File: config.mk
export PLATFORM = sky130hd
export DESIGN_NAME = rgb_to_hsv_converter_top
export DESIGN_NICKNAME = d
export VERILOG_FILES = /design/src/rtl/core/rhc_pkg.sv /design/src/rtl/core/rhc_divider.sv /design/src/rtl/core/rgb_to_hsv_converter_top.sv
export SDC_FILE = /design/constraint.sdc
export NUM_CORES = 2
export LEC_CHECK = 0
export BUFFER_PORTS_ARGS = -buffer_cell sky130_fd_sc_hd__buf_4
export CORE_MARGIN = 5
export CORE_UTILIZATION = 40
export DETAILED_ROUTE_END_ITERATION = 10
export PLACE_DENSITY = 0.62
export SETUP_SLACK_MARGIN = 0.2
export SLEW_MARGIN = 10
export SYNTH_ARGS = -nofsm -noshare
export SYNTH_HDL_FRONTEND = slang
export SYNTH_SLANG_ARGS = --single-unit
File: constraint.sdc
create_clock -name clk -period 6.75 [get_ports clk]
set_clock_uncertainty 0.15 [all_clocks]
set_input_delay 0.3375 -clock clk [delete_from_list [all_inputs] [get_ports clk]]
set_output_delay 0.3375 -clock clk [all_outputs]
set_load 0.02 [all_outputs]
File: src/rtl/core/rhc_pkg.sv
// ----------------------------------------------------------------------------
// rhc_pkg
// shared widths, payload structs and codes of the rgb to hsv converter
// ----------------------------------------------------------------------------
package rhc_pkg;

	localparam int CHANNEL_BITS  = 8;
	localparam int FRACTION_BITS = 16;
	// one integer quotient bit plus one guard bit below the kept fraction
	localparam int DIV_STEPS     = FRACTION_BITS + 2;
	// width of six times the spread
	localparam int HUE_W         = CHANNEL_BITS + 3;

	typedef struct packed {
		logic [CHANNEL_BITS-1:0] red;
		logic [CHANNEL_BITS-1:0] green;
		logic [CHANNEL_BITS-1:0] blue;
	} pixel_t;

	typedef struct packed {
		logic [FRACTION_BITS-1:0] hue;
		logic [FRACTION_BITS-1:0] saturation;
		logic [CHANNEL_BITS-1:0]  brightness;
	} hsv_t;

	// channel that holds the maximum, red wins ties, then green
	typedef enum logic [1:0] {
		SEC_RED   = 2'd0,
		SEC_GREEN = 2'd1,
		SEC_BLUE  = 2'd2
	} sector_t;

	// side data that rides alongside the divider stages
	typedef struct packed {
		logic                    grey;
		logic [CHANNEL_BITS-1:0] hi;
	} side_t;

endpackage

File: src/rtl/core/rhc_divider.sv
// ----------------------------------------------------------------------------
// rhc_divider
// pipelined restoring divider, one quotient bit per stage, num <= den
// ----------------------------------------------------------------------------
module rhc_divider #(
	parameter int W     = 8,
	parameter int STEPS = 18
) (
	input  logic             clk,
	input  logic [STEPS-1:0] en,
	input  logic [W-1:0]     num,
	input  logic [W-1:0]     den,
	output logic [STEPS-1:0] quo
);

	logic [W-1:0]     rem_s [STEPS];
	logic [W-1:0]     den_s [STEPS];
	logic [STEPS-1:0] quo_s [STEPS];

	for (genvar k = 0; k < STEPS; k++) begin : g_stage
		logic [W:0]       rem_in;
		logic [W:0]       trial;
		logic [W-1:0]     den_in;
		logic [STEPS-1:0] quo_in;

		if (k == 0) begin : g_first
			// integer step, no shift
			assign rem_in = {1'b0, num};
			assign den_in = den;
			assign quo_in = '0;
		end else begin : g_next
			assign rem_in = {rem_s[k-1], 1'b0};
			assign den_in = den_s[k-1];
			assign quo_in = quo_s[k-1];
		end

		assign trial = rem_in - {1'b0, den_in};

		always_ff @(posedge clk) begin
			if (en[k]) begin
				if (!trial[W]) begin
					rem_s[k] <= trial[W-1:0];
					quo_s[k] <= {quo_in[STEPS-2:0], 1'b1};
				end else begin
					rem_s[k] <= rem_in[W-1:0];
					quo_s[k] <= {quo_in[STEPS-2:0], 1'b0};
				end
				den_s[k] <= den_in;
			end
		end
	end

	assign quo = quo_s[STEPS-1];

endmodule

File: src/rtl/core/rgb_to_hsv_converter_top.sv
// ----------------------------------------------------------------------------
// rgb_to_hsv_converter_top
// streaming rgb to hsv conversion, fixed point, if the output does not stall, one pixel per clock
// ----------------------------------------------------------------------------
// usage:
//   pixel / pixel_valid / pixel_ready carry one rgb request per handshake,
//   hsv / hsv_valid / hsv_ready carry the matching hue, saturation and value.
//   a new pixel can be taken every cycle unless a low hsv_ready holds the full
//   pipe; sustained rate is one pixel per clock while hsv_ready stays high, set
//   by the fully pipelined datapath (no shared unit, no loop). an accepted pixel
//   passes 3 front stages (max/min, spread and sector difference, hue numerator),
//   18 divider stages (one quotient bit each, hue and saturation in parallel),
//   and the output register that rounds and clamps, before hsv_valid.
//   each stage advances when it is empty or the next stage advances, so
//   bubbles collapse and the block keeps taking pixels while a result waits.
//   when hsv_ready is low and the whole pipe is full, pixel_ready drops;
//   nothing is lost or repeated.
//   reset clears all valid bits; data registers are not reset.
// ----------------------------------------------------------------------------
module rgb_to_hsv_converter_top
	import rhc_pkg::*;
(
	input  logic   clk,
	input  logic   arst_n,
	input  logic   pixel_valid,
	output logic   pixel_ready,
	input  pixel_t pixel,
	output logic   hsv_valid,
	input  logic   hsv_ready,
	output hsv_t   hsv
);

	localparam int CB = CHANNEL_BITS;
	localparam int FB = FRACTION_BITS;

	// stage enables, each true when the stage may load
	logic                 en_s1, en_s2, en_s3, en_out;
	logic [DIV_STEPS-1:0] en_div;

	// stage 1: max, min and sector
	logic                   valid_s1;
	logic [CB-1:0]          red_s1, green_s1, blue_s1, hi_s1, lo_s1;
	sector_t                sector_s1;

	// stage 2: spread and signed channel difference
	logic                   valid_s2;
	logic [CB-1:0]          spread_s2, hi_s2;
	logic [CB:0]            diff_s2;
	sector_t                sector_s2;

	// stage 3: hue numerator and divisors
	logic                   valid_s3;
	logic [HUE_W-1:0]       num_s3, six_s3;
	logic [CB-1:0]          spread_s3, hi_s3;
	logic                   grey_s3;

	// divider side data and valids
	logic [DIV_STEPS-1:0]   div_valid_s;
	side_t                  side_s [DIV_STEPS];
	logic [DIV_STEPS-1:0]   hue_quo, sat_quo;

	// output register
	logic                   hsv_valid_q;
	hsv_t                   hsv_q;

	// ------------------------------------------------------------------
	// flow control: a stage loads when empty or when its successor loads
	// ------------------------------------------------------------------
	assign en_out = !hsv_valid_q || hsv_ready;

	always_comb begin
		en_div[DIV_STEPS-1] = !div_valid_s[DIV_STEPS-1] || en_out;
		for (int k = DIV_STEPS - 2; k >= 0; k--) begin
			en_div[k] = !div_valid_s[k] || en_div[k+1];
		end
	end

	assign en_s3       = !valid_s3 || en_div[0];
	assign en_s2       = !valid_s2 || en_s3;
	assign en_s1       = !valid_s1 || en_s2;
	assign pixel_ready = en_s1;

	// ------------------------------------------------------------------
	// stage 1: largest and smallest channel, red tested first
	// ------------------------------------------------------------------
	logic [CB-1:0] hi_c, lo_c;
	sector_t       sector_c;

	always_comb begin
		if (pixel.red >= pixel.green && pixel.red >= pixel.blue) begin
			sector_c = SEC_RED;
			hi_c     = pixel.red;
		end else if (pixel.green >= pixel.blue) begin
			sector_c = SEC_GREEN;
			hi_c     = pixel.green;
		end else begin
			sector_c = SEC_BLUE;
			hi_c     = pixel.blue;
		end
		lo_c = pixel.red;
		if (pixel.green < lo_c) lo_c = pixel.green;
		if (pixel.blue < lo_c)  lo_c = pixel.blue;
	end

	always_ff @(posedge clk or negedge arst_n) begin
		if (!arst_n) begin
			valid_s1 <= 1'b0;
		end else if (en_s1) begin
			valid_s1 <= pixel_valid;
		end
	end

	always_ff @(posedge clk) begin
		if (en_s1) begin
			red_s1    <= pixel.red;
			green_s1  <= pixel.green;
			blue_s1   <= pixel.blue;
			hi_s1     <= hi_c;
			lo_s1     <= lo_c;
			sector_s1 <= sector_c;
		end
	end

	// ------------------------------------------------------------------
	// stage 2: spread and the difference of the other two channels
	// ------------------------------------------------------------------
	logic [CB:0] diff_c;

	always_comb begin
		case (sector_s1)
			SEC_RED:   diff_c = {1'b0, green_s1} - {1'b0, blue_s1};
			SEC_GREEN: diff_c = {1'b0, blue_s1} - {1'b0, red_s1};
			SEC_BLUE:  diff_c = {1'b0, red_s1} - {1'b0, green_s1};
			default:   diff_c = '0;
		endcase
	end

	always_ff @(posedge clk or negedge arst_n) begin
		if (!arst_n) begin
			valid_s2 <= 1'b0;
		end else if (en_s2) begin
			valid_s2 <= valid_s1;
		end
	end

	always_ff @(posedge clk) begin
		if (en_s2) begin
			spread_s2 <= hi_s1 - lo_s1;
			hi_s2     <= hi_s1;
			diff_s2   <= diff_c;
			sector_s2 <= sector_s1;
		end
	end

	// ------------------------------------------------------------------
	// stage 3: hue numerator in [0, 6*spread), modulo the numerator width
	// ------------------------------------------------------------------
	logic [HUE_W-1:0] spread_w, six_c, diff_w, num_c;

	assign spread_w = {3'b000, spread_s2};
	assign six_c    = (spread_w << 2) + (spread_w << 1);
	assign diff_w   = {{2{diff_s2[CB]}}, diff_s2};

	always_comb begin
		case (sector_s2)
			// red sector wraps a negative difference into one turn
			SEC_RED:   num_c = diff_s2[CB] ? six_c + diff_w : diff_w;
			SEC_GREEN: num_c = (spread_w << 1) + diff_w;
			SEC_BLUE:  num_c = (spread_w << 2) + diff_w;
			default:   num_c = '0;
		endcase
	end

	always_ff @(posedge clk or negedge arst_n) begin
		if (!arst_n) begin
			valid_s3 <= 1'b0;
		end else if (en_s3) begin
			valid_s3 <= valid_s2;
		end
	end

	always_ff @(posedge clk) begin
		if (en_s3) begin
			num_s3    <= num_c;
			six_s3    <= six_c;
			spread_s3 <= spread_s2;
			hi_s3     <= hi_s2;
			grey_s3   <= (spread_s2 == '0);
		end
	end

	// ------------------------------------------------------------------
	// dividers: hue = num / (6*spread), saturation = spread / max
	// a grey pixel divides by zero here and is overridden at the output
	// ------------------------------------------------------------------
	rhc_divider #(
		.W     (HUE_W),
		.STEPS (DIV_STEPS)
	) u_hue_div (
		.clk (clk),
		.en  (en_div),
		.num (num_s3),
		.den (six_s3),
		.quo (hue_quo)
	);

	rhc_divider #(
		.W     (CB),
		.STEPS (DIV_STEPS)
	) u_sat_div (
		.clk (clk),
		.en  (en_div),
		.num (spread_s3),
		.den (hi_s3),
		.quo (sat_quo)
	);

	// valid bits and side data move in step with the divider stages
	always_ff @(posedge clk or negedge arst_n) begin
		if (!arst_n) begin
			div_valid_s <= '0;
		end else begin
			if (en_div[0]) div_valid_s[0] <= valid_s3;
			for (int k = 1; k < DIV_STEPS; k++) begin
				if (en_div[k]) div_valid_s[k] <= div_valid_s[k-1];
			end
		end
	end

	always_ff @(posedge clk) begin
		if (en_div[0]) begin
			side_s[0].grey <= grey_s3;
			side_s[0].hi   <= hi_s3;
		end
		for (int k = 1; k < DIV_STEPS; k++) begin
			if (en_div[k]) side_s[k] <= side_s[k-1];
		end
	end

	// ------------------------------------------------------------------
	// output: round half up by dropping the guard bit, clamp saturation
	// ------------------------------------------------------------------
	logic [DIV_STEPS-1:0] hue_rnd, sat_rnd;
	side_t                side_last;

	assign hue_rnd   = hue_quo + DIV_STEPS'(1);
	assign sat_rnd   = sat_quo + DIV_STEPS'(1);
	assign side_last = side_s[DIV_STEPS-1];

	always_ff @(posedge clk or negedge arst_n) begin
		if (!arst_n) begin
			hsv_valid_q <= 1'b0;
		end else if (en_out) begin
			hsv_valid_q <= div_valid_s[DIV_STEPS-1];
		end
	end

	always_ff @(posedge clk) begin
		if (en_out) begin
			hsv_q.brightness <= side_last.hi;
			if (side_last.grey) begin
				hsv_q.hue        <= '0;
				hsv_q.saturation <= '0;
			end else begin
				// a hue that rounds to a full turn wraps to zero
				hsv_q.hue <= hue_rnd[DIV_STEPS-2:1];
				// a saturation that rounds to one clamps to all ones
				hsv_q.saturation <= sat_rnd[DIV_STEPS-1] ? {FB{1'b1}}
				                                         : sat_rnd[DIV_STEPS-2:1];
			end
		end
	end

	assign hsv_valid = hsv_valid_q;
	assign hsv       = hsv_q;

`ifndef SYNTHESIS
	// hue numerator is always below its divisor, so no integer quotient bit
	a_hue_below_turn: assert property (@(posedge clk) disable iff (!arst_n)
		div_valid_s[DIV_STEPS-1] && !side_last.grey |-> !hue_quo[DIV_STEPS-1])
		else $error("hue quotient reached a full turn");

	// saturation quotient never exceeds exactly one
	a_sat_at_most_one: assert property (@(posedge clk) disable iff (!arst_n)
		div_valid_s[DIV_STEPS-1] && !side_last.grey && sat_quo[DIV_STEPS-1]
		|-> sat_quo[DIV_STEPS-2:0] == '0)
		else $error("saturation quotient above one");

	// black pixel has no hue and no saturation
	a_black_is_grey: assert property (@(posedge clk) disable iff (!arst_n)
		hsv_valid && hsv.brightness == '0 |-> hsv.hue == '0 && hsv.saturation == '0)
		else $error("black pixel with nonzero hue or saturation");

	// zero saturation only comes from a grey pixel, which has zero hue
	a_unsat_no_hue: assert property (@(posedge clk) disable iff (!arst_n)
		hsv_valid && hsv.saturation == '0 |-> hsv.hue == '0)
		else $error("hue set on an unsaturated pixel");
`endif

endmodule

Word level (Yosys, flattened, before mapping)
Memory sizes are Yosys's and may differ from the RTL's.
Index checks and enable logic that the tools add are counted.

cells by class
  reduce and logical (&&, ||, !) cells = 48
  $lt $le $gt $ge = 5
  equal/unequal tests = 4
  $add $sub $neg = 46
  bitwise logic cells = 72
  muxes and demuxes = 333

operator list
  operator                                                               count
  18-bit 2-to-1 mux                                                      36
  1-bit 2-to-1 mux                                                       252
  11-bit 2-to-1 mux                                                      19
  12-bit by 11-bit subtractor with 12-bit output                         17
  8-bit 2-to-1 mux                                                       22
  9-bit by 8-bit subtractor with 9-bit output                            17
  1-bit bitwise OR                                                       72
  8-bit by 8-bit subtractor with 9-bit output                            4
  11-bit case mux with 3 select lines                                    1
  9-bit case mux with 3 select lines                                     1
  8-bit greater-or-equal comparator                                      3
  10-bit by 9-bit adder with 11-bit output                               2
  1-bit logical NOT                                                      22
  1-bit logical OR                                                       22
  18-bit by 1-bit adder with 18-bit output, second input constant        1
  17-bit by 1-bit adder with 17-bit output, second input constant        1
  8-bit < comparator                                                     2
  16-bit 2-to-1 mux                                                      1
  11-bit by 11-bit subtractor with 12-bit output                         1
  10-bit by 11-bit adder with 11-bit output                              1
  11-bit adder                                                           1
  8-bit logical NOT                                                      1
  8-bit subtractor                                                       1
  2-bit by 1-bit equality test with 1-bit output, second input constant  2
  4 further kinds                                                        6

word-level totals
  input port bits = 28
  memory bits (writable) = 1,494
  logic and storage cells = 555
  bits in registers = 170
  output and inout port bits = 42
  memories kept = 7

memory list
  name             words  width  read ports  clocked after memory_dff  write ports  RTL line                        RTL
  u_hue_div.quo_s  18     18     18          0                         18           rhc_divider.sv:18               logic [STEPS-1:0] quo_s [STEPS];
  u_sat_div.quo_s  18     18     18          0                         18           rhc_divider.sv:18
  u_hue_div.den_s  18     11     17          0                         18           rhc_divider.sv:17               logic [W-1:0] den_s [STEPS];
  u_hue_div.rem_s  18     11     17          0                         18           rhc_divider.sv:16               logic [W-1:0] rem_s [STEPS];
  side_s           18     9      18          0                         18           rgb_to_hsv_converter_top.sv:59  side_t side_s [DIV_STEPS];
  u_sat_div.den_s  18     8      17          0                         18           rhc_divider.sv:17
  +1 memories      -      -      -           -                         -            -

Logic depth before layout (Yosys ltp)
  word-level depth = 23
  gate-level depth with buffers = 17
  gate-level depth less buffers = 16

Cells and area by module
From an unflattened synthesis, not the netlist that was laid out.

second synthesis, totals
  cells, all modules = 4,791
  area total of the unflattened synthesis = 64,409.3 µm²

modules (own cells, without submodules)
  module                    area an instance (µm²)  cells an instance  instances  seq. area each (µm²)
  rhc_divider (u_hue_div)   28,096.9                2,195              1          16,345.7
  rhc_divider (u_sat_div)   21,365.5                1,535              1          13,282.7
  rgb_to_hsv_converter_top  14,946.8                1,061              1          9,799.4

Least setup slack after synthesis
OpenSTA, ideal clock, no wires.

  kind = reg2reg
  start = register hsv_valid_q, in the netlist hsv_valid
  end = memory u_hue_div.rem_s[5][14] (netlist bit) (data pin)
  required time = 6,340 ps
  cell stages (with the launch flop) = 11
  data arrival time = 4,640 ps
  setup slack = 1,701 ps
  setup time = 260 ps
  period minus slack after synthesis = 5,049 ps
  path buffers = 3
  cells stage by stage = dfrtp_1 nand3b_4 nor2_4 inv_2 clkbuf_1 nor2_1 buf_2 nand4_1 nand2_1 buf_2 mux2_2

RTL lines
  what                    RTL line                         RTL
  start, declared         rgb_to_hsv_converter_top.sv:63   logic hsv_valid_q;
  start signal, assigned  rgb_to_hsv_converter_top.sv:254  hsv_valid_q <= div_valid_s[DIV_STEPS-1];
  end, declared           rhc_divider.sv:16

Worst setup path in the final report
  start = register hsv_valid_q, in the netlist hsv_valid
  end = output pixel_ready

between the ends
  word-level cells in the longest chain between the ends = 23

ends and longest elaborated chain
  what                            RTL line                        RTL
  1-bit logical NOT               rgb_to_hsv_converter_top.sv:69  assign en_out = !hsv_valid_q || hsv_ready;
  1-bit logical OR                rgb_to_hsv_converter_top.sv:69
  1-bit logical OR                rgb_to_hsv_converter_top.sv:72  en_div[DIV_STEPS-1] = !div_valid_s[DIV_STEPS-1] || en_out;
  via en_div[17]                  rgb_to_hsv_converter_top.sv:38  logic [DIV_STEPS-1:0] en_div;
  1-bit logical OR (15 in a row)  rgb_to_hsv_converter_top.sv:74  en_div[k] = !div_valid_s[k] || en_div[k+1];
  via en_div[2]                   rgb_to_hsv_converter_top.sv:38
  1-bit logical OR (2 in a row)   rgb_to_hsv_converter_top.sv:74
  1-bit logical OR                rgb_to_hsv_converter_top.sv:78  assign en_s3 = !valid_s3 || en_div[0];
  1-bit logical OR                rgb_to_hsv_converter_top.sv:79  assign en_s2 = !valid_s2 || en_s3;
  1-bit logical OR                rgb_to_hsv_converter_top.sv:80  assign en_s1 = !valid_s1 || en_s2;
  end, declared                   rgb_to_hsv_converter_top.sv:26  output logic pixel_ready,

The timed path passes the listed nets, and every way through them passes these cells.

==> metrics.csv <==
stage,metric,value,unit
critical_path,Crit-path slowest cell,nor4_4,
global_route,first-pass GRT wire length,150000,microns
finish,post-route cell area,0.0626,sq mm
clock_network,Clock Tree Root,clkbuf_16,
synthesis,syn avg cell area,13.4,sq um
synthesis,most common cell in the netlist,edfxtp_1,
synthesis,Synth area leader,edfxtp_1,
synthesis,Synth area leaders,"edfxtp_1 60%, ha_1 8.8%, mux2_2 4.0%, inv_1 3.2%, xnor2_1 3.1%",
clock_network,CTS buffer count,116,
finish,layout cell share with drive strength beyond 1,0.116,
critical_path,critical-path maximum fanout,48,
global_route,vias in the first global route,31352,
synthesis,synthesized area,0.0557,sq mm
timing,crit path time final,5.66,ns
global_route,total gr overflow,0,
timing,"Setup violations, final",0,
synthesis,cells after synthesis,4159,
critical_path,Crit Path Class,reg2out,
routing,post-route ant nets,0,
placed_design,DP Area,0.0584,sq mm
synthesis,post-synthesis mux area share,0.0576,
critical_path,Worst path max stage delay,0.64,ns
timing,RSZ-0062 raised after global routing,false,
global_route,GRT Overall Usage,0.122,
synthesis,"Net Count, Synth",4621,
routing,Residual DRC,0,
critical_path,required time worst endpoint,6.26,ns
critical_path,reg2reg path depth,10,
clock_network,# hold bufs at CTS,28,
routing,total number of vias,30403,
critical_path,crit path buf inv count,3,
timing,Final Hold Vio Count,0,
synthesis,async set-reset flop share out of synthesis,0.0195,
synthesis,"Seq/Total Area, Yosys",0.608,
placed_design,GPL Wtd Cong,0.818,
finish,n_diodes,0,
finish,Layout Cells excl Fill,6244,
synthesis,number of synthesized flops with an enable pin,1106,
finish,sequential standard cell area,0.0338,sq mm
clock_network,CTS tree,built,
worst_hold_path,hold path depth,3,
critical_path,Worst path most repeated cell,buf_4,
run_status,outcome,"complete, no violations",
synthesis,simple-gate portion of the synthesized area,0.0747,
die,die height,383,microns
routing,TritonRoute pass-1 iters,5,
synthesis,largest family of logic cells by synthesized area,adder cells,
timing,setup TNS,0,ns
worst_hold_path,min-delay worst type,in2reg,
synthesis,Cell variety after synth,73,
routing,DRT Wirelength,88500,microns
placed_design,IO Port Bufs,69,
timing,final max-slew violation count,0,
synthesis,synthesized flop and latch total,1131,
clock_network,CTS Buffer Depth,3,
routing,routed vias/inst,4.87,
placed_design,hpwl dp,65600,microns
routing,WL/cell,14.2,microns
finish,Layout area overhead,12.5,%
synthesis,commonest cells in the netlist,"1,106 x edfxtp_1, 472 x inv_1, 392 x ha_1",
clock_network,Clock transition at path regs,0.06,ns
die,io pins,70,
die,die area,0.147,sq mm
critical_path,Crit path max-delay family,simple AND/OR/NAND/NOR gates,
finish,Multi-input gate area,0.0199,sq mm
critical_path,Critical Path Stages,11,
synthesis,adder-cell share of the synthesized area,0.103,
critical_path,Setup crit end kind,output port,
finish,fin util,0.454,
routing,iteration-0 DRC count of the detailed router,1220,
critical_path,WP data arrival,5.18,ns
clock_network,Post-CTS Setup Inserts,0,
flow_run,MaxCap Viol Count,0,
timing,Rel. slew slack,0.276,
synthesis,Main synth FF type,edfxtp_1,
critical_path,CP cell instances,"nand3b_4, nor2_4, inv_2, nor4_4, nand4_4, buf_4, nor2_2, and2_4, and3_1, nand2_2, buf_4",
finish,final net count,4812,
synthesis,XOR/XNOR Fraction of Synth Area,0.0456,
finish,Fill cells,12111,
timing,Worst Tran Pin Value,1.09,ns
synthesis,Yosys Warn Count,0,
clock_network,Resized cells post-CTS,0,
critical_path,Worst setup SP type,flop,
critical_path,worst reg2reg setup slack,2.06,ns
global_route,initial antenna violation count,0,
die,Initial Util,0.404,
timing,Final Cycle Share,0.839,
clock_network,htree depth,3,
placed_design,Placed Cells,5998,
die,row count,136,
synthesis,Synth top area share,0.597,
die,CORE AREA,0.138,sq mm
synthesis,Synth Area in Compound Gates,0.0754,
timing,Fmax,177,MHz
die,die width,383,microns
global_route,pin count of the biggest net entering global routing,85,
clock_network,clk sink count,1131,
clock_network,clk_lat worst skew,0.73,ns
[kinds of logic (layout without fill, tap and decap cells)]
logic type	after synthesis	after routing
flip-flops	1131	1131
AND/OR/NAND/NOR	817	817
AO/OA/AOI/OAI	674	674
buffers and inverters	521	812
adder cells (fa/ha/maj)	434	434
multiplexers	292	292
XOR/XNOR	290	290
[routing by layer]
metal	GRT usage	wire length (microns)
met3	0.0208	2620
met2	0.233	47500
met5	0	0
met4	0.0378	2260
met1	0.137	36100
[state kept, by name (all words and copies together), names as in the netlist, 18 cells and up]
name	cells
side_s	162
u_sat_div.rem_s	136
u_hue_div.rem_s	171
u_sat_div.quo_s	171
u_hue_div.den_s	170
div_valid_s	18
u_hue_div.quo_s	153
hsv	40
[layout make-up]
class,instances,area share
Multi-Input combinational cell,2507,0.318
Tap cell,1794,0.0359
Timing Repair Buffer,119,0.0156
Clock inverter,71,0.0121
Sequential cell,1131,0.540
Inverter,475,0.0285
Clock buffer,147,0.0499
[placed cells by master (no fill, tap or decap), types with 43 or more instances in the layout]
cell / n
inv_1: 470
edfxtp_1: 1106
nor2_1: 224
ha_1: 392
buf_4: 91
a21oi_1: 165
xnor2_1: 196
nand3_1: 43
xor2_1: 94
nor3_1: 57
clkbuf_16: 117
nor2b_1: 135
o21a_1: 62
and2_1: 66
mux2_2: 200
mux2i_1: 81
nand2b_1: 53
o21ai_0: 220
nand2_1: 134
[worst paths after layout]
check                                 startpoint               endpoint
hold / removal                       pixel_valid               valid_s1
min in group asynchronous                 arst_n         div_valid_s[1]
max in group asynchronous                 arst_n         div_valid_s[3]
setup reg to reg                       hsv_valid            green_s1[0]
setup / recovery                       hsv_valid            pixel_ready
hold reg to reg            u_sat_div.quo_s[3][2]  u_sat_div.quo_s[4][3]
[worst register-to-register path, stage by stage, from the launching register on]
cell,delay (ns)
dfrtp_1,0.41
nand3b_4,0.51
nor2_4,0.58
inv_2,0.14
nor4_4,0.64
nand4_4,0.14
buf_4,0.33
nor2_2,0.27
and2_4,0.22
and3_1,0.23
nand2_2,0.55
[metrics by stage]
stage | worst slack, ns | hold slack (ns)
after floorplan | 1.70 | -0.108
after global placement | 1.68 | 0.167
after detailed placement | 1.64 | 0.171
after CTS | 0.899 | 0.136
after global routing | 0.653 | 0.173
final | 1.09 | 0.197
Power is not shown: default switching activity piles up to over one toggle a cycle in this logic, so the estimate is an artifact.
